$ cat src/rtl/lcdt_pkg.sv
// Package with shared types and constants for the LCD mode timing and register block.
`timescale 1ns / 1ps
package lcdt_pkg;

  localparam int LAST_VISIBLE_LINE_DEF = 143;
  localparam int LAST_LINE_DEF         = 153;

  localparam logic [7:0] OAM_CLKS    = 8'd20;
  localparam logic [7:0] XFER_CLKS   = 8'd43;
  localparam logic [7:0] HBLANK_CLKS = 8'd51;
  localparam logic [7:0] VBLANK_CLKS = 8'd114;

  localparam int RAW_DEPTH = 16;

  typedef enum logic [1:0] {
    MODE_HBLANK = 2'd0,
    MODE_VBLANK = 2'd1,
    MODE_OAM    = 2'd2,
    MODE_XFER   = 2'd3
  } lcd_mode_t;

  typedef enum logic [1:0] {
    ACT_TICK  = 2'd0,
    ACT_READ  = 2'd1,
    ACT_WRITE = 2'd2
  } action_t;

  localparam logic [3:0] REG_CTRL = 4'd0;
  localparam logic [3:0] REG_STAT = 4'd1;
  localparam logic [3:0] REG_SCY  = 4'd2;
  localparam logic [3:0] REG_SCX  = 4'd3;
  localparam logic [3:0] REG_LY   = 4'd4;
  localparam logic [3:0] REG_LYC  = 4'd5;

  typedef struct packed {
    lcd_mode_t  mode;
    logic [7:0] line;
  } status_t;

endpackage

$ cat src/rtl/lcdt_if.sv
// Valid/ready channel interfaces for command items and result items.
`timescale 1ns / 1ps
interface lcdt_cmd_if;
  logic       valid;
  logic       ready;
  logic [1:0] action;
  logic [3:0] cycles;
  logic [3:0] reg_offset;
  logic [7:0] write_data;

  modport source (output valid, action, cycles, reg_offset, write_data, input ready);
  modport sink (input valid, action, cycles, reg_offset, write_data, output ready);
endinterface

interface lcdt_rsp_if;
  logic       valid;
  logic       ready;
  logic [7:0] read_data;
  logic [1:0] mode;
  logic [7:0] line;
  logic       vblank_irq;

  modport source (output valid, read_data, mode, line, vblank_irq, input ready);
  modport sink (input valid, read_data, mode, line, vblank_irq, output ready);
endinterface

$ cat src/rtl/lcdt_timing.sv
// Mode counter, mode sequencer and scan line counter of the LCD timing.
`timescale 1ns / 1ps
module lcdt_timing #(
  parameter int LAST_VISIBLE_LINE = lcdt_pkg::LAST_VISIBLE_LINE_DEF,
  parameter int LAST_LINE         = lcdt_pkg::LAST_LINE_DEF
) (
  input  logic              clk,
  input  logic              rst,
  input  logic              tick,
  input  logic [3:0]        cycles,
  output lcdt_pkg::status_t status,
  output lcdt_pkg::status_t status_next,
  output logic              irq
);

  lcdt_pkg::lcd_mode_t mode, mode_next;
  logic [7:0] count, count_next;
  logic [7:0] line, line_next;
  logic [8:0] sum;
  logic [7:0] cnt;
  logic [8:0] line_inc;
  logic       irq_next;

  assign sum      = {1'b0, count} + {5'b0, cycles};
  assign cnt      = sum[8] ? 8'hFF : sum[7:0];
  assign line_inc = {1'b0, line} + 9'd1;

  always_comb begin
    mode_next  = mode;
    count_next = cnt;
    line_next  = line;
    irq_next   = 1'b0;
    case (mode)
      lcdt_pkg::MODE_HBLANK: begin
        if (cnt >= lcdt_pkg::HBLANK_CLKS) begin
          if (line == 8'(LAST_VISIBLE_LINE)) begin
            mode_next = lcdt_pkg::MODE_VBLANK;
            irq_next  = 1'b1;
          end else begin
            mode_next = lcdt_pkg::MODE_OAM;
          end
          line_next  = line_inc[7:0];
          count_next = 8'd0;
        end
      end
      lcdt_pkg::MODE_VBLANK: begin
        if (cnt >= lcdt_pkg::VBLANK_CLKS) begin
          count_next = 8'd0;
          if (line_inc > 9'(LAST_LINE)) begin
            line_next = 8'd0;
            mode_next = lcdt_pkg::MODE_OAM;
          end else begin
            line_next = line_inc[7:0];
          end
        end
      end
      lcdt_pkg::MODE_OAM: begin
        if (cnt >= lcdt_pkg::OAM_CLKS) begin
          count_next = 8'd0;
          mode_next  = lcdt_pkg::MODE_XFER;
        end
      end
      default: begin
        if (cnt >= lcdt_pkg::XFER_CLKS) begin
          count_next = 8'd0;
          mode_next  = lcdt_pkg::MODE_HBLANK;
        end
      end
    endcase
    if (!tick) begin
      mode_next  = mode;
      count_next = count;
      line_next  = line;
      irq_next   = 1'b0;
    end
  end

  always_ff @(posedge clk) begin
    if (rst) begin
      mode  <= lcdt_pkg::MODE_OAM;
      count <= 8'd0;
      line  <= 8'd0;
    end else begin
      mode  <= mode_next;
      count <= count_next;
      line  <= line_next;
    end
  end

  assign status      = '{mode: mode, line: line};
  assign status_next = '{mode: mode_next, line: line_next};
  assign irq         = irq_next;

  // The counter always sits below the threshold of the mode it belongs to.
  assert property (@(posedge clk) disable iff (rst)
    (mode == lcdt_pkg::MODE_HBLANK && count < lcdt_pkg::HBLANK_CLKS) ||
    (mode == lcdt_pkg::MODE_VBLANK && count < lcdt_pkg::VBLANK_CLKS) ||
    (mode == lcdt_pkg::MODE_OAM && count < lcdt_pkg::OAM_CLKS) ||
    (mode == lcdt_pkg::MODE_XFER && count < lcdt_pkg::XFER_CLKS))
    else $error("mode counter at or above its threshold");

  // Timing state moves only on a tick.
  assert property (@(posedge clk) disable iff (rst)
    !tick |=> $stable(mode) && $stable(line) && $stable(count))
    else $error("timing state changed without a tick");

  // The interrupt fires only on the move from hblank into vblank.
  assert property (@(posedge clk) disable iff (rst)
    irq |-> mode == lcdt_pkg::MODE_HBLANK && mode_next == lcdt_pkg::MODE_VBLANK)
    else $error("interrupt outside the entry into vblank");

endmodule

$ cat src/rtl/lcd_mode_timing_registers.sv
// Top level of the LCD mode timing and register window block.
// The block takes one item per clock cycle and presents its result item in the cycle after
// acceptance; every tick, read and write is done in a single registered update stage. The
// input is ready whenever the result register is empty or its item is taken in the same
// cycle, so items flow back to back while the receiver keeps up, and the input stalls for as
// long as a result waits to be taken.
`timescale 1ns / 1ps
module lcd_mode_timing_registers #(
  parameter int LAST_VISIBLE_LINE = lcdt_pkg::LAST_VISIBLE_LINE_DEF,
  parameter int LAST_LINE         = lcdt_pkg::LAST_LINE_DEF
) (
  input logic      clk,
  input logic      rst,
  lcdt_cmd_if.sink   cmd,
  lcdt_rsp_if.source rsp
);

  logic       accept;
  logic       is_tick;
  logic [7:0] rd_value;
  logic [5:0] control_flags;
  logic [7:0] scroll_y;
  logic [7:0] scroll_x;
  logic [7:0] compare_line;
  logic [7:0] raw_regs [lcdt_pkg::RAW_DEPTH];

  lcdt_pkg::status_t status, status_next;
  logic              irq;

  logic       out_valid;
  logic [7:0] out_read_data;
  logic [1:0] out_mode;
  logic [7:0] out_line;
  logic       out_irq;

  assign cmd.ready = !out_valid || rsp.ready;
  assign accept    = cmd.valid && cmd.ready;
  assign is_tick   = accept && (cmd.action == lcdt_pkg::ACT_TICK);

  lcdt_timing #(
    .LAST_VISIBLE_LINE(LAST_VISIBLE_LINE),
    .LAST_LINE(LAST_LINE)
  ) u_timing (
    .clk(clk),
    .rst(rst),
    .tick(is_tick),
    .cycles(cmd.cycles),
    .status(status),
    .status_next(status_next),
    .irq(irq)
  );

  always_comb begin
    case (cmd.reg_offset)
      lcdt_pkg::REG_CTRL: rd_value = {control_flags[5], 2'b00, control_flags[4:0]};
      lcdt_pkg::REG_STAT: rd_value = {5'b0, status.line == compare_line, status.mode};
      lcdt_pkg::REG_SCY:  rd_value = scroll_y;
      lcdt_pkg::REG_SCX:  rd_value = scroll_x;
      lcdt_pkg::REG_LY:   rd_value = status.line;
      lcdt_pkg::REG_LYC:  rd_value = compare_line;
      default:            rd_value = raw_regs[cmd.reg_offset];
    endcase
  end

  always_ff @(posedge clk) begin
    if (rst) begin
      control_flags <= 6'h10;
      scroll_y      <= 8'd0;
      scroll_x      <= 8'd0;
      compare_line  <= 8'd0;
      for (int i = 0; i < lcdt_pkg::RAW_DEPTH; i++) begin
        raw_regs[i] <= 8'd0;
      end
    end else if (accept && cmd.action == lcdt_pkg::ACT_WRITE) begin
      raw_regs[cmd.reg_offset] <= cmd.write_data;
      case (cmd.reg_offset)
        lcdt_pkg::REG_CTRL: control_flags <= {cmd.write_data[7], cmd.write_data[4:0]};
        lcdt_pkg::REG_SCY:  scroll_y      <= cmd.write_data;
        lcdt_pkg::REG_SCX:  scroll_x      <= cmd.write_data;
        lcdt_pkg::REG_LYC:  compare_line  <= cmd.write_data;
        default: ;
      endcase
    end
  end

  always_ff @(posedge clk) begin
    if (rst) begin
      out_valid <= 1'b0;
    end else if (accept) begin
      out_valid <= 1'b1;
    end else if (rsp.ready) begin
      out_valid <= 1'b0;
    end
  end

  always_ff @(posedge clk) begin
    if (accept) begin
      out_read_data <= (cmd.action == lcdt_pkg::ACT_READ) ? rd_value : 8'd0;
      out_mode      <= status_next.mode;
      out_line      <= status_next.line;
      out_irq       <= irq;
    end
  end

  assign rsp.valid      = out_valid;
  assign rsp.read_data  = out_read_data;
  assign rsp.mode       = out_mode;
  assign rsp.line       = out_line;
  assign rsp.vblank_irq = out_irq;

  // An interrupt result reports vblank on the line after the last visible one.
  assert property (@(posedge clk) disable iff (rst)
    out_valid && out_irq |->
      out_mode == lcdt_pkg::MODE_VBLANK && out_line == 8'(LAST_VISIBLE_LINE + 1))
    else $error("vblank interrupt with wrong mode or line");

  // Reads, writes and unused actions never raise the interrupt.
  assert property (@(posedge clk) disable iff (rst)
    accept && cmd.action != lcdt_pkg::ACT_TICK |=> !out_irq)
    else $error("interrupt raised by a non-tick item");

  // Only reads return data.
  assert property (@(posedge clk) disable iff (rst)
    accept && cmd.action != lcdt_pkg::ACT_READ |=> out_read_data == 8'd0)
    else $error("read data on a non-read item");

endmodule
$ cat src/flat_wrapper.sv
// flat-port wrapper written by rule: the top's interface ports become plain ports
module lcd_mode_timing_registers_flat 
#(
  parameter int LAST_VISIBLE_LINE = lcdt_pkg::LAST_VISIBLE_LINE_DEF,
  parameter int LAST_LINE         = lcdt_pkg::LAST_LINE_DEF
)
  (clk, rst, cmd_valid, cmd_action, cmd_cycles, cmd_reg_offset, cmd_write_data, cmd_ready, rsp_valid, rsp_read_data, rsp_mode, rsp_line, rsp_vblank_irq, rsp_ready);
  lcdt_cmd_if cmd_i ();
  lcdt_rsp_if rsp_i ();
  input logic clk;
  input logic rst;
  input wire logic [$bits(cmd_i.valid)-1:0] cmd_valid;
  input wire logic [$bits(cmd_i.action)-1:0] cmd_action;
  input wire logic [$bits(cmd_i.cycles)-1:0] cmd_cycles;
  input wire logic [$bits(cmd_i.reg_offset)-1:0] cmd_reg_offset;
  input wire logic [$bits(cmd_i.write_data)-1:0] cmd_write_data;
  output wire logic [$bits(cmd_i.ready)-1:0] cmd_ready;
  output wire logic [$bits(rsp_i.valid)-1:0] rsp_valid;
  output wire logic [$bits(rsp_i.read_data)-1:0] rsp_read_data;
  output wire logic [$bits(rsp_i.mode)-1:0] rsp_mode;
  output wire logic [$bits(rsp_i.line)-1:0] rsp_line;
  output wire logic [$bits(rsp_i.vblank_irq)-1:0] rsp_vblank_irq;
  input wire logic [$bits(rsp_i.ready)-1:0] rsp_ready;
  assign cmd_i.valid = cmd_valid;
  assign cmd_i.action = cmd_action;
  assign cmd_i.cycles = cmd_cycles;
  assign cmd_i.reg_offset = cmd_reg_offset;
  assign cmd_i.write_data = cmd_write_data;
  assign cmd_ready = cmd_i.ready;
  assign rsp_valid = rsp_i.valid;
  assign rsp_read_data = rsp_i.read_data;
  assign rsp_mode = rsp_i.mode;
  assign rsp_line = rsp_i.line;
  assign rsp_vblank_irq = rsp_i.vblank_irq;
  assign rsp_i.ready = rsp_ready;
  lcd_mode_timing_registers #(.LAST_VISIBLE_LINE(LAST_VISIBLE_LINE), .LAST_LINE(LAST_LINE)) u_core (.clk(clk), .rst(rst), .cmd(cmd_i), .rsp(rsp_i));
endmodule
$ cat config.mk
export PLATFORM = sky130hd
export DESIGN_NAME = lcd_mode_timing_registers_flat
export DESIGN_NICKNAME = d
export VERILOG_FILES = /design/src/rtl/lcdt_pkg.sv /design/src/rtl/lcdt_if.sv /design/src/rtl/lcdt_timing.sv /design/src/rtl/lcd_mode_timing_registers.sv /design/src/flat_wrapper.sv
export SDC_FILE = /design/constraint.sdc
export NUM_CORES = 1
export LEC_CHECK = 0
export BUFFER_PORTS_ARGS = -buffer_cell sky130_fd_sc_hd__buf_2
export CORE_MARGIN = 2
export CORE_UTILIZATION = 60
export DETAILED_ROUTE_END_ITERATION = 16
export PLACE_DENSITY = 0.91
export SETUP_SLACK_MARGIN = 0.02
export SLEW_MARGIN = 20
export SYNTH_ARGS = -nofsm -noshare
export SYNTH_HDL_FRONTEND = slang
export SYNTH_SLANG_ARGS = --single-unit
$ cat constraint.sdc
create_clock -name clk -period 3.3 [get_ports clk]
set_input_delay 0.165 -clock clk [delete_from_list [all_inputs] [get_ports clk]]
set_output_delay 0.165 -clock clk [all_outputs]
set_load 0.005 [all_outputs]
==> impl_metrics.csv <==
group,metric,value,unit
finish,filler_cell_count,824,
sta,timing.final.max_slew_violations,0,
synth,number_of_flops_mapped_to_enable_cells_by_yosys,99,
sta,finalSetupTns,0,ns
clocking,clk_path_buf_depth,2,
synth,synth_flop_cell,"edfxtp_1",
synth,syn_nets,698,
sta,tightestPinTransition,1.02,ns
worst_setup_path,setup.worst_path.start_class,"flop",
worst_setup_path,worst-endpoint-required,3.67,ns
sta,min_period,3.12,ns
sta,min_period_over_period,94.6,%
clocking,tritoncts_clock_tree,"yes",
synth,yosysTopAreaCellShare,39.4,%
detailed_routing,totalWireLength,18500,um
place,port_buffers,42,
floorplanning,die_width,116,um
hold_path,hold_path_class,"in2reg",
finish,num_antenna_cells,0,
clocking,cts.sink_count,148,
place,placed_wire_length_estimate,12200,um
synth,mappedNetlistArea,7550,sq um
power_and_ir_drop,vdd_drop_max,0.483,mV
flow_run,max-cap-violations,0,
floorplanning,start_util,62.0,%
synth,postSynthCellCount,669,
global_route,grt_remaining_overflow,0,
worst_setup_path,timing.critical_path.to_type,"flop",
synth,post-synth-top-count-cell,"edfxtp_1",
synth,yosys_register_bits,148,
sta,timing.hold.ws,0.0858,ns
global_route,grt_antenna_before_repair,0,
worst_setup_path,crit_path_max_fanout,8,
finish,fin_nets,714,
detailed_routing,vias_per_cell,6.58,
floorplanning,boundaryPins,43,
sta,grt_setup_unrepaired,"no",
power_and_ir_drop,cellPowerDensity,512,nW/um^2
detailed_routing,route.detailed.wl_per_inst,21.4,um
clocking,cts-buffers-inserted,17,
sta,setup_viol_count_final,0,
global_route,grt_max_degree,50,
worst_setup_path,timing_worst_setup_path_type,"reg2reg",
synth,yosys_warnings,0,
finish,synthesis_to_finish_area_growth,12.0,%
power_and_ir_drop,power.total,0.00433,W
hold_path,hold_depth,3,
synth,synthTopCellsByCount,"99 x edfxtp_1, 73 x and2_1, 49 x dfxtp_1",
clocking,cts_htree_levels,4,
floorplanning,floorplan.die_area,13500,sq um
synth,async_flop_share,0,%
floorplanning,core_box_area,12200,sq um
sta,clock_tree_skew_after_final_layout,0.00752,ns
synth,synth_sequential_area_ratio,52.4,%
detailed_routing,vias,5702,
floorplanning,dieHeight,116,um
synth,synth.avg_cell_area,11.3,sq um
finish,drive_above_1_share,18.8,%
sta,hold_viol,0,
detailed_routing,drt_pass1_iterations,6,
worst_setup_path,depth_of_the_most_critical_reg_to_reg_path,10,
clocking,cts_root_buffer,"clkbuf_16",
synth,synth.largest_area_cell,"edfxtp_1",
global_route,grt_pass1_vias,5556,
global_route,grt_pass1_wl,29700,um
power_and_ir_drop,cellLeakagePower,3.24,nW
worst_setup_path,arrival,3.49,ns
clocking,clock_insertion_delay_worst_skew,0.43,ns
synth,yosys-top-cells-area,"edfxtp_1 39%, dfxtp_1 13%, and2_1 6.1%",
clocking,cts.repair_timing.setup_buffer_count,0,
global_route,track_usage,29.4,%
place,place_congestion,0.945,
detailed_routing,drc,0,
detailed_routing,ant_nets,0,
sta,max_freq,320,MHz
synth,yosys.cell_types.count,72,
floorplanning,std_cell_rows,40,
sta,slew-limit-headroom,32.1,%
clocking,clk_pin_slew,0.06,ns
status,status,"complete, no violations",
detailed_routing,detail_route.iter0.violations,806,
flip-flops by register name (all words and copies together), names as in the netlist:
signal                 flops
u_core.raw_regs           80
u_core.compare_line        8
u_core.rsp.line            8
u_core.rsp.read_data       8
u_core.scroll_x            8
u_core.scroll_y            8
u_core.u_timing.count      8
u_core.u_timing.line       8
u_core.control_flags       6
u_core.rsp.mode            2
u_core.u_timing.mode       2
u_core.rsp.valid           1
u_core.rsp.vblank_irq      1
cells in the final DEF (no fill, tap or decap), drive strengths merged, types with 6 or more instances in the layout:
cell type  instances
dfxtp             49
nor2b              7
o21ai             15
a22o              30
and2              74
and3               6
xor2              13
mux2               7
mux4              20
nand2             29
nor2              45
a21oi             21
buf               52
ha                 6
a31oi             12
o22ai              9
a211oi            10
o21a               7
or2               15
nor3              27
a221oi             7
nand3             15
clkbuf            18
edfxtp            99
clkinv             6
inv               18
report_power, final:
group          leakage, nW  switching [W]  internal, W
logic                 1.51       0.000196     0.000105
clock network        0.287       0.000792      0.00120
registers             1.44      0.0000193      0.00202
total                 3.24        0.00101      0.00332
timing repair:
action,CTS,global route
endpoints found under the setup margin,0,10
endpoints found under the hold margin,1,0
resized for setup,0,4
hold buffers,1,0
critical path, stage by stage, from the launching register on:
cell and delay [ns]:
dfxtp_1 0.32, ha_1 0.22, fa_2 0.41, a211oi_4 0.40
nor3_4 0.13, a211o_1 0.31, a311o_1 0.36, or4_1 0.41
o221ai_1 0.12, a21o_1 0.21, a32o_1 0.19
path summary, 6_finish.rpt:
check | from | to | slack, ns
worst min-delay path | rsp_ready | u_core.rsp.valid | 0.09
worst max register to register | u_core.u_timing.count[0] | u_core.u_timing.count[4] | 0.18
worst max-delay path | u_core.u_timing.count[0] | u_core.u_timing.count[4] | 0.18
worst min register to register | u_core.scroll_y[4] | u_core.scroll_y[4] | 0.47
through the flow:
stage | area [sq um] | cells | setup WS, ns | util [%]
floorplan | 7550 | 669 | 0.369 | -
global placement | 7820 | 833 | 0.262 | 64.3
detailed placement | 7820 | 833 | 0.162 | 64.3
CTS | 8430 | 866 | 0.153 | 69.3
global route | 8450 | 866 | 0.0237 | 69.5
finish | 8450 | 866 | 0.178 | 69.5
layout make-up:
class / count / area, sq um / share of cell area [%]
inverter: 15 / 56.3 / 0.666
tap: 168 / 210 / 2.49
sequential: 148 / 3950 / 46.8
timing repair buffer: 53 / 295 / 3.49
clock inverter: 14 / 174 / 2.06
clock buffer: 18 / 429 / 5.08
multi-input combinational: 450 / 3330 / 39.4
cells by family (layout without fill, tap and decap cells):
kind of cell | count (synthesis) | in the layout | synth area share (%)
adder cells (fa/ha/maj) | 7 | 7 | 1.26
multiplexers | 32 | 32 | 7.68
AND/OR/NAND/NOR | 239 | 239 | 17.0
AO/OA/AOI/OAI | 156 | 156 | 15.9
flip-flops | 148 | 148 | 52.4
XOR/XNOR | 16 | 16 | 1.96
buffers and inverters | 71 | 100 | 3.75
metal layers:
| layer | track usage [%] | part of all wire [%] | vias up |
|---|---|---|---|
| li1 | - | - | 2555 |
| met1 | 38.4 | 40 | 2742 |
| met2 | 47.5 | 48 | 344 |
| met3 | 7.11 | 8.4 | 61 |
| met4 | 12.2 | 4.2 | 0 |
| met5 | 0 | 0 | - |
(Power assumes the default switching activity.)
